==> src/rtl/bpc_pkg.sv <==
package bpc_pkg;

  // Width of the millisecond clock and of every stored timestamp.
  localparam int unsigned TIME_WIDTH = 32;

  localparam int unsigned DEBOUNCE_WIDTH   = 10;
  localparam int unsigned LONG_PRESS_WIDTH = 16;
  localparam int unsigned AUTO_EXIT_WIDTH  = 20;
  localparam int unsigned CFG_DATA_WIDTH   = AUTO_EXIT_WIDTH;
  localparam int unsigned CFG_INDEX_WIDTH  = 2;

  localparam logic [DEBOUNCE_WIDTH-1:0]   DEBOUNCE_RESET   = DEBOUNCE_WIDTH'(30);
  localparam logic [LONG_PRESS_WIDTH-1:0] LONG_PRESS_RESET = LONG_PRESS_WIDTH'(800);
  localparam logic [AUTO_EXIT_WIDTH-1:0]  AUTO_EXIT_RESET  = AUTO_EXIT_WIDTH'(30000);

  typedef enum logic [CFG_INDEX_WIDTH-1:0] {
    CfgDebounce  = 2'd0,
    CfgLongPress = 2'd1,
    CfgAutoExit  = 2'd2
  } cfg_index_e;

  typedef enum logic [2:0] {
    ActNone     = 3'd0,
    ActUndo     = 3'd1,
    ActNextPage = 3'd2,
    ActLongExit = 3'd3,
    ActIdleExit = 3'd4,
    ActWake     = 3'd5
  } action_e;

  typedef enum logic {
    OpTick = 1'b0,
    OpEdge = 1'b1
  } opcode_e;

  typedef struct packed {
    logic opcode;
    logic pin_pressed;
    logic log_view_active;
    logic backlight_on;
    logic preparing_sleep;
  } in_req_t;

  typedef struct packed {
    logic [2:0] action;
    logic       backlight_kick;
    logic       speak_exit;
  } out_rsp_t;

endpackage

==> src/rtl/button_press_classifier_unit.sv <==
// Channel   | Direction | Handshake                 | Payload
// ----------+-----------+---------------------------+----------------------------------
// in        | input     | in_valid_i / in_stall_o   | in_req_i  (bpc_pkg::in_req_t)
// out       | output    | out_valid_o / out_stall_i | out_rsp_o (bpc_pkg::out_rsp_t)
// cfg       | input     | cfg_valid_i / cfg_ready_o | cfg_index_i, cfg_data_i
//
// Every request yields exactly one result: the request waits in the input register,
// then one pass of the classifier logic writes its result into the result register.
// A new request is taken every cycle while in_stall_o is low; the single classifier pass sets this.
// Reset clears the clock, timestamps, flags and both valid bits and loads the register
// defaults (debounce 30 ms, long press 800 ms, idle exit 30000 ms).
// A stall on the result side holds the result register; if the input register is full,
// it holds too and in_stall_o rises in the same cycle. Configuration writes are always ready.
module button_press_classifier_unit (
  input  logic                                 clk_i,
  input  logic                                 rst_ni,
  input  logic                                 in_valid_i,
  output logic                                 in_stall_o,
  input  bpc_pkg::in_req_t                     in_req_i,
  output logic                                 out_valid_o,
  input  logic                                 out_stall_i,
  output bpc_pkg::out_rsp_t                    out_rsp_o,
  input  logic                                 cfg_valid_i,
  output logic                                 cfg_ready_o,
  input  logic [bpc_pkg::CFG_INDEX_WIDTH-1:0]  cfg_index_i,
  input  logic [bpc_pkg::CFG_DATA_WIDTH-1:0]   cfg_data_i
);

  localparam int unsigned TW = bpc_pkg::TIME_WIDTH;

  // Configuration registers.
  logic [bpc_pkg::DEBOUNCE_WIDTH-1:0]   debounce_q;
  logic [bpc_pkg::LONG_PRESS_WIDTH-1:0] long_press_q;
  logic [bpc_pkg::AUTO_EXIT_WIDTH-1:0]  auto_exit_q;

  // Pipeline registers.
  bpc_pkg::in_req_t  in_q;
  logic              in_valid_q;
  bpc_pkg::out_rsp_t out_q, out_d;
  logic              out_valid_q;

  // Classifier state.
  logic [TW-1:0] clock_q, clock_d;
  logic [TW-1:0] last_edge_q, last_edge_d;
  logic [TW-1:0] press_start_q, press_start_d;
  logic [TW-1:0] last_activity_q, last_activity_d;
  logic          prev_log_view_q, prev_log_view_d;
  logic          press_held_q, press_held_d;
  logic          swallow_q, swallow_d;
  logic          exit_spoken_q, exit_spoken_d;
  logic          session_left_q, session_left_d;

  logic out_free;
  logic stage_adv;

  // The result register is free when empty or when its result leaves this cycle.
  // The input register moves on whenever the result register can take its result.
  assign out_free    = !out_valid_q || !out_stall_i;
  assign stage_adv   = in_valid_q && out_free;
  assign in_stall_o  = in_valid_q && !out_free;
  assign out_valid_o = out_valid_q;
  assign out_rsp_o   = out_q;
  assign cfg_ready_o = 1'b1;

  // Classifier pass. It runs on the request held in the input register and its
  // state update is committed only when the result moves into the result register.
  always_comb begin
    logic          is_edge;
    logic          raw_log;
    logic          lv;
    logic [TW-1:0] since_press;
    logic [TW-1:0] since_activity;
    logic [TW-1:0] since_edge;
    logic          long_reached;

    out_d           = '0;
    clock_d         = clock_q;
    last_edge_d     = last_edge_q;
    press_start_d   = press_start_q;
    last_activity_d = last_activity_q;
    press_held_d    = press_held_q;
    swallow_d       = swallow_q;
    exit_spoken_d   = exit_spoken_q;
    session_left_d  = session_left_q;

    is_edge = (in_q.opcode == bpc_pkg::OpEdge);
    raw_log = in_q.log_view_active;

    // The clock advances on a tick before anything looks at elapsed time.
    if (!is_edge) begin
      clock_d = clock_q + TW'(1);
    end

    // Leaving log view ends the "already left" condition of the session.
    if (!raw_log) begin
      session_left_d = 1'b0;
    end
    lv = raw_log && !session_left_d;

    // Entering log view starts a fresh session.
    if (lv && !prev_log_view_q) begin
      last_activity_d = clock_d;
      press_held_d    = 1'b0;
      exit_spoken_d   = 1'b0;
    end
    prev_log_view_d = lv;

    since_press    = clock_d - press_start_q;
    since_activity = clock_d - last_activity_d;
    since_edge     = clock_d - last_edge_q;
    long_reached   = since_press >= TW'(long_press_q);

    if (!is_edge) begin
      if (lv) begin
        if (press_held_d && long_reached) begin
          out_d.action         = bpc_pkg::ActLongExit;
          out_d.backlight_kick = 1'b1;
          out_d.speak_exit     = !exit_spoken_d;
          exit_spoken_d        = 1'b1;
          press_held_d         = 1'b0;
          last_activity_d      = clock_d;
          session_left_d       = 1'b1;
        end else if (since_activity >= TW'(auto_exit_q)) begin
          // Idle exit is silent and drops any press in progress.
          out_d.action   = bpc_pkg::ActIdleExit;
          press_held_d   = 1'b0;
          swallow_d      = 1'b0;
          session_left_d = 1'b1;
        end
      end
    end else if (since_edge >= TW'(debounce_q)) begin
      last_edge_d = clock_d;
      if (in_q.pin_pressed) begin
        if (!in_q.backlight_on || in_q.preparing_sleep) begin
          // A press on a dark or sleeping screen only wakes it up.
          out_d.action         = bpc_pkg::ActWake;
          out_d.backlight_kick = 1'b1;
          swallow_d            = 1'b1;
          press_held_d         = 1'b0;
        end else if (swallow_q) begin
          swallow_d = 1'b0;
        end else if (!lv) begin
          out_d.action         = bpc_pkg::ActUndo;
          out_d.backlight_kick = 1'b1;
        end else begin
          out_d.backlight_kick = 1'b1;
          press_held_d         = 1'b1;
          press_start_d        = clock_d;
        end
      end else begin
        if (swallow_q) begin
          swallow_d    = 1'b0;
          press_held_d = 1'b0;
        end else if (press_held_d) begin
          press_held_d = 1'b0;
          if (!lv) begin
            out_d.backlight_kick = 1'b1;
          end else if (long_reached) begin
            out_d.action         = bpc_pkg::ActLongExit;
            out_d.backlight_kick = 1'b1;
            out_d.speak_exit     = !exit_spoken_d;
            exit_spoken_d        = 1'b1;
            last_activity_d      = clock_d;
            session_left_d       = 1'b1;
          end else begin
            out_d.action         = bpc_pkg::ActNextPage;
            out_d.backlight_kick = 1'b1;
            last_activity_d      = clock_d;
          end
        end
      end
    end
  end

  // Configuration registers, masked to their widths by the port slices.
  always_ff @(posedge clk_i or negedge rst_ni) begin
    if (!rst_ni) begin
      debounce_q   <= bpc_pkg::DEBOUNCE_RESET;
      long_press_q <= bpc_pkg::LONG_PRESS_RESET;
      auto_exit_q  <= bpc_pkg::AUTO_EXIT_RESET;
    end else if (cfg_valid_i && cfg_ready_o) begin
      unique case (cfg_index_i)
        bpc_pkg::CfgDebounce:  debounce_q   <= cfg_data_i[bpc_pkg::DEBOUNCE_WIDTH-1:0];
        bpc_pkg::CfgLongPress: long_press_q <= cfg_data_i[bpc_pkg::LONG_PRESS_WIDTH-1:0];
        bpc_pkg::CfgAutoExit:  auto_exit_q  <= cfg_data_i[bpc_pkg::AUTO_EXIT_WIDTH-1:0];
        default: ;
      endcase
    end
  end

  // Input register: loads whenever it is empty or its request moves on.
  always_ff @(posedge clk_i or negedge rst_ni) begin
    if (!rst_ni) begin
      in_valid_q <= 1'b0;
    end else if (!in_stall_o) begin
      in_valid_q <= in_valid_i;
    end
  end

  always_ff @(posedge clk_i) begin
    if (in_valid_i && !in_stall_o) begin
      in_q <= in_req_i;
    end
  end

  // Result register and classifier state.
  always_ff @(posedge clk_i or negedge rst_ni) begin
    if (!rst_ni) begin
      out_valid_q     <= 1'b0;
      clock_q         <= '0;
      last_edge_q     <= '0;
      press_start_q   <= '0;
      last_activity_q <= '0;
      prev_log_view_q <= 1'b0;
      press_held_q    <= 1'b0;
      swallow_q       <= 1'b0;
      exit_spoken_q   <= 1'b0;
      session_left_q  <= 1'b0;
    end else begin
      if (out_free) begin
        out_valid_q <= in_valid_q;
      end
      if (stage_adv) begin
        clock_q         <= clock_d;
        last_edge_q     <= last_edge_d;
        press_start_q   <= press_start_d;
        last_activity_q <= last_activity_d;
        prev_log_view_q <= prev_log_view_d;
        press_held_q    <= press_held_d;
        swallow_q       <= swallow_d;
        exit_spoken_q   <= exit_spoken_d;
        session_left_q  <= session_left_d;
      end
    end
  end

  always_ff @(posedge clk_i) begin
    if (stage_adv) begin
      out_q <= out_d;
    end
  end

endmodule

==> config.mk <==
export PLATFORM = sky130hd
export DESIGN_NAME = button_press_classifier_unit
export DESIGN_NICKNAME = d
export VERILOG_FILES = /design/src/rtl/bpc_pkg.sv /design/src/rtl/button_press_classifier_unit.sv
export SDC_FILE = /design/constraint.sdc
export NUM_CORES = 1
export LEC_CHECK = 0
export BUFFER_PORTS_ARGS = -buffer_cell sky130_fd_sc_hd__buf_2
export CELL_PAD_IN_SITES_DETAIL_PLACEMENT = 1
export CELL_PAD_IN_SITES_GLOBAL_PLACEMENT = 2
export CORE_ASPECT_RATIO = 0.6
export CORE_MARGIN = 2
export CORE_UTILIZATION = 43
export CTS_CLUSTER_DIAMETER = 60
export CTS_CLUSTER_SIZE = 20
export DETAILED_ROUTE_END_ITERATION = 10
export HOLD_SLACK_MARGIN = 0.06
export PLACE_DENSITY_LB_ADDON = 0.1
export REMOVE_ABC_BUFFERS = 1
export SYNTH_ARGS = -nofsm -noshare
export SYNTH_HDL_FRONTEND = slang
export SYNTH_SLANG_ARGS = --single-unit
==> constraint.sdc <==
create_clock -name clk_i -period 10.5 [get_ports clk_i]
set_input_delay 2.1 -clock clk_i [delete_from_list [all_inputs] [get_ports clk_i]]
set_output_delay 2.1 -clock clk_i [all_outputs]
set_load 0.02 [all_outputs]
* Word level (Yosys, flattened, before mapping)
Cells that the tools add are included.
** Operators by class
- Add/sub/neg operators :: 4
- $lt $le $gt $ge :: 3
- Equal/unequal tests :: 4
- Mux-type cells :: 66
- Bitwise gates (word level) :: 2
- Reductions and logical operators :: 25
** Operators with widths (number)
- 32-bit 2-to-1 mux :: 10
- 32-bit subtractor :: 3
- 1-bit 2-to-1 mux :: 43
- 32-bit by 1-bit adder with 32-bit output (second input constant) :: 1
- 32-bit by 10-bit >= comparator with 1-bit output :: 1
- 32-bit by 16-bit >= comparator with 1-bit output :: 1
- 32-bit by 20-bit >= comparator with 1-bit output :: 1
- 5-bit 2-to-1 mux :: 5
- 1-bit logical NOT :: 8
- 2-bit 2-to-1 mux :: 4
- 4-bit 2-to-1 mux :: 2
- 7-bit AND reduction :: 1
- 1-bit logical AND :: 6
- 3-bit 2-to-1 mux :: 2
- 2-bit AND reduction :: 3
- 5-bit AND reduction :: 1
- 2-bit nonzero test :: 2
- 3-bit AND reduction :: 1
- 2-bit by 1-bit == test with 1-bit output (second input constant) :: 1
- 2-bit == test (second input constant) :: 1
- 2-bit logical NOT :: 1
- 1-bit logical OR :: 2
- 2-bit by 1-bit inequality test with 1-bit output (second input constant) :: 1
- 2-bit inequality test (second input constant) :: 1
- 1-bit inverter :: 2
** Word-level totals
- Register bits after elaboration :: 191
- Bits of input ports :: 32
- Output and inout bits :: 8
- Word-level logic and storage cells :: 126

* Logic depth before layout (Yosys ltp)
- Depth after elaboration :: 13
- Depth in mapped cells :: 33
- Depth with buffers taken out :: 31

* Least setup slack after synthesis
No wires, ideal clock.
- Kind :: register to register
- Start point :: reg in_q[2] (netlist bit)
- End point :: reg out_q (netlist bit out_rsp_o[4]), data pin
- Arrival :: 6.623 ns
- Required time :: 10.244 ns
- Setup slack :: 3.621 ns
- Stages on the path, launching flop included :: 32
- Path buffers :: 5
- Period minus slack after synthesis :: 6.879 ns
- Path through :: edfxtp_1 or3b_2 clkbuf_1 clkbuf_1 clkbuf_1 clkbuf_1 clkbuf_1 nor2_1 a21oi_1 ha_1 and3_1 a211o_1 a21o_1 a31o_2 a31oi_1 inv_1 a21oi_1 o21bai_1 a21oi_1 xor2_1 ha_1 a21oi_1 nor2b_1 o21ai_0 nand4_1 a2111oi_0 o21ai_0 a2111oi_0 o311a_1 and3_1 nand4_1 a31o_2
** RTL lines
- start: declaration :: line button_press_classifier_unit.sv:37 : bpc_pkg::in_req_t in_q;
- start signal: assignment :: line button_press_classifier_unit.sv:202 : in_q <= in_req_i;
- end signal: assignment :: line button_press_classifier_unit.sv:239 : out_q <= out_d;
- end: declaration :: line button_press_classifier_unit.sv:39 : bpc_pkg::out_rsp_t out_q, out_d;

* Worst setup path after layout
- Start point :: reg in_q[4] (netlist bit)
- End point :: reg press_start_q[14]
** On the way
- Word-level cells in the longest chain between the ends :: 4
** Ends and longest elaborated chain
- 32-bit 2-to-1 mux :: line button_press_classifier_unit.sv:90 : if (!is_edge) begin
- net clock_d[27] :: line button_press_classifier_unit.sv:43 : logic [TW-1:0] clock_q, clock_d;
- 32-bit subtractor :: line button_press_classifier_unit.sv:110 : since_edge = clock_d - last_edge_q;
- 32-bit by 10-bit >= comparator with 1-bit output :: line button_press_classifier_unit.sv:131 : end else if (since_edge >= TW'(debounce_q)) begin
- 7-bit AND reduction (no source line)
- end signal: assignment :: line button_press_classifier_unit.sv:226 : press_start_q <= press_start_d;
- end: declaration :: line button_press_classifier_unit.sv:45 : logic [TW-1:0] press_start_q, press_start_d;
The timed path passes the listed nets, and every way through them passes these cells.
A chain may end at the register's enable or synchronous reset.

==> metrics.csv <==
metric,value,unit
vias per cell,6.16,
core region area,0.0405,mm^2
GP Congestion,0.928,
Fin Setup TNS,0,ns
"Avg Cell Area, Syn",8.05,um^2
H-tree levels,4,
Slew HR,21.2,%
Synth area leaders,"dfrtp_1 (24%), ha_1 (8.9%), a21oi_1 (5.4%), nor2_1 (4.7%), xnor2_1 (4.3%)",
max-slew violation count,0,
vias in the first global route,16700,
crit path launch,in_q[4],
n_diodes,0,
PostCTS Resize Cnt,0,
via count,16700,
Die Wd,266,um
initial antenna violation count,1,
achievable clock frequency,120,MHz
CTS tree,built,
# clock sinks,191,
Worst Setup Path Type,reg -> reg,
R2R setup slack,2.14,ns
dpl hpwl,52.0,mm
Lkg Pwr,8.80,nW
WL/cell,24.5,um
min cycle time layout,8.36,ns
global-route wire length before repair,102,mm
CP required,10.89,ns
DP Cell Count,2682,
most frequent cells in the layout,"nor2_1 (218), nand2_1 (198), a21oi_1 (192)",
status,"finished, final reports clean",
"EDFF count, synth",10,
final hold vios,0,
PortBufs,38,
layout cells sized above 1,10.0,%
DR pass1 iterations,5,
Worst setup EP type,flip-flop,
min-delay worst type,reg -> reg,
clock slew at reported path FFs,0.09,ns
Setup Buffers After CTS,0,
GRT Resource Usage Total,31.4,%
RR Endpoint,press_start_q[14],
hold slack,0.510,ns
Final setup viols,0,
"Data arrival, critical path",8.75,ns
asr flop ratio synth,94.8,%
fin cells,2714,
Max-Cap Viols,0,
"critical path fanouts, max",36,
Crit Reg-Reg Startpoint,in_q[4],
Synth top area share,23.6,%
"Seq/Total Area, Yosys",27.4,%
area grow syn2layout,6.79,%
Power Dens Cells,189,mW/mm^2
Clock Skew,0.0202,ns
Cell Rows,57,
initial detailed-routing violation count,1341,
"most common cell after layout, fill and taps aside",nor2_1,
"area leader, netlist",dfrtp_1,
die height,161,um
die area,0.0428,mm^2
Mapped Cells,2195,
Setup crit start kind,flip-flop,
R2R depth,23,
Mapped Area,0.0177,mm^2
clk buf depth,2,
Most used DFF post-synth,dfrtp_1,
period utilization,79.6,%
effective utilization at floorplan,43.6,%
# hold bufs at CTS,0,
maximum number of pins on one net before global-route repair,67,
Synth cell types,113,
Ys Warns,0,
Final Power,3.57,mW
final net count,2331,
root buf cell,clkbuf_16,
worst slew pin tran,1.17,ns
"antenna viol nets, final",0,
number of buffers created by CTS,17,
total wire length,66.4,mm
Synth Register Bits,191,
GRT overflow,0,
DRC violations left,0,
worst vdd rail ir drop,0.126,mV
crit path to,press_start_q[14],
Skew-Pair Late Insertion Delay,0.48,ns
IO Count,40,
RSZ-0062 raised after global routing,no,
[worst min path at each step]
stage                                start               end  slack [ns]  cells past startpoint
after detailed placement    last_edge_q[0]    last_edge_q[0]        0.49                      2
final                       last_edge_q[0]    last_edge_q[0]        0.51                      2
after global placement      last_edge_q[0]    last_edge_q[0]        0.47                      2
after floorplan             last_edge_q[0]    last_edge_q[0]        0.46                      2
after CTS                   last_edge_q[0]    last_edge_q[0]        0.51                      2
after global routing      long_press_q[15]  long_press_q[15]        0.52                      1
[per-layer routing]
layer / global-route usage [%] / vias to the layer above / share of wire (%)
met5: 0 / - / 0
met1: 48.1 / 8395 / 51
met2: 44.1 / 440 / 40
met3: 8.23 / 52 / 7.6
li1: - / 7841 / -
met4: 5.69 / 0 / 1.3
[worst max-delay path, stage by stage, from the launching register on]
cell,delay [ns]
edfxtp_1,0.55
and4b_1,0.58
nand2_1,0.28
or4_1,0.66
nor4_1,0.58
nand2b_1,0.14
xor2_1,0.37
inv_1,0.35
ha_1,0.50
and3_1,0.29
nand2_1,0.11
a311oi_1,0.28
o311ai_0,0.21
nand3_1,0.19
nor2_1,0.09
nor3_1,0.27
nand4_1,0.15
nor4_1,0.23
nand4_1,0.73
nand3_2,0.30
or4_2,0.64
buf_4,0.49
nor2_1,0.07
a21oi_1,0.16
[sequential cells by signal, summed over array words and instances (netlist names), 10 cells and up]
| register | count |
|---|---|
| auto_exit_q | 20 |
| last_activity_q | 32 |
| long_press_q | 16 |
| press_start_q | 32 |
| clock_q | 32 |
| last_edge_q | 32 |
| debounce_q | 10 |
[layout make-up]
cell class | count | area (um^2)
clock buffers | 17 | 425
clock inverters | 15 | 174
fillers | 4942 | 21600
inverters | 186 | 698
multi-input cells | 1703 | 11600
flip-flops and latches | 191 | 4850
well taps | 531 | 664
repair buffers | 71 | 447
[cell families (layout without fill, tap and decap cells)]
logic type               count (synthesis)  in the layout  share of synthesized area, %
AO/OA/AOI/OAI                          623            623                          23.7
XOR/XNOR                               136            136                          7.40
adder cells (fa/ha/maj)                136            136                          9.67
buffers and inverters                  301            289                          6.95
flip-flops                             191            191                          27.4
multiplexers                            61             61                          3.84
other                                    1              1                        0.0212
AND/OR/NAND/NOR                        746            746                          21.0
[stage by stage]
stage / instance area, um^2 / setup slack [ns] / utilization [%]
after global placement: 18300 / 2.35 / 45.1
after detailed placement: 18300 / 2.28 / 45.1
final: 18900 / 2.14 / 46.6
after floorplan: 17100 / 2.49 / -
after global routing: 18900 / 1.41 / 46.6
after CTS: 18900 / 2.22 / 46.6
[Yosys cell counts, types with 41 or more instances]
master / instances
inv_1: 185
clkbuf_1: 70
a21oi_1: 192
xor2_1: 41
nand3_1: 59
nor3_1: 44
nor2_1: 219
ha_1: 126
o21ai_0: 114
a21o_1: 43
xnor2_1: 86
dfrtp_1: 167
nand2_1: 198
[report_power, final]
group / total, mW / switching [mW] / internal [mW]
Clock: 0.705 / 0.382 / 0.323
Combinational: 1.87 / 1.14 / 0.724
Sequential: 1.00 / 0.116 / 0.886
Power figures use the tool's default switching activity.
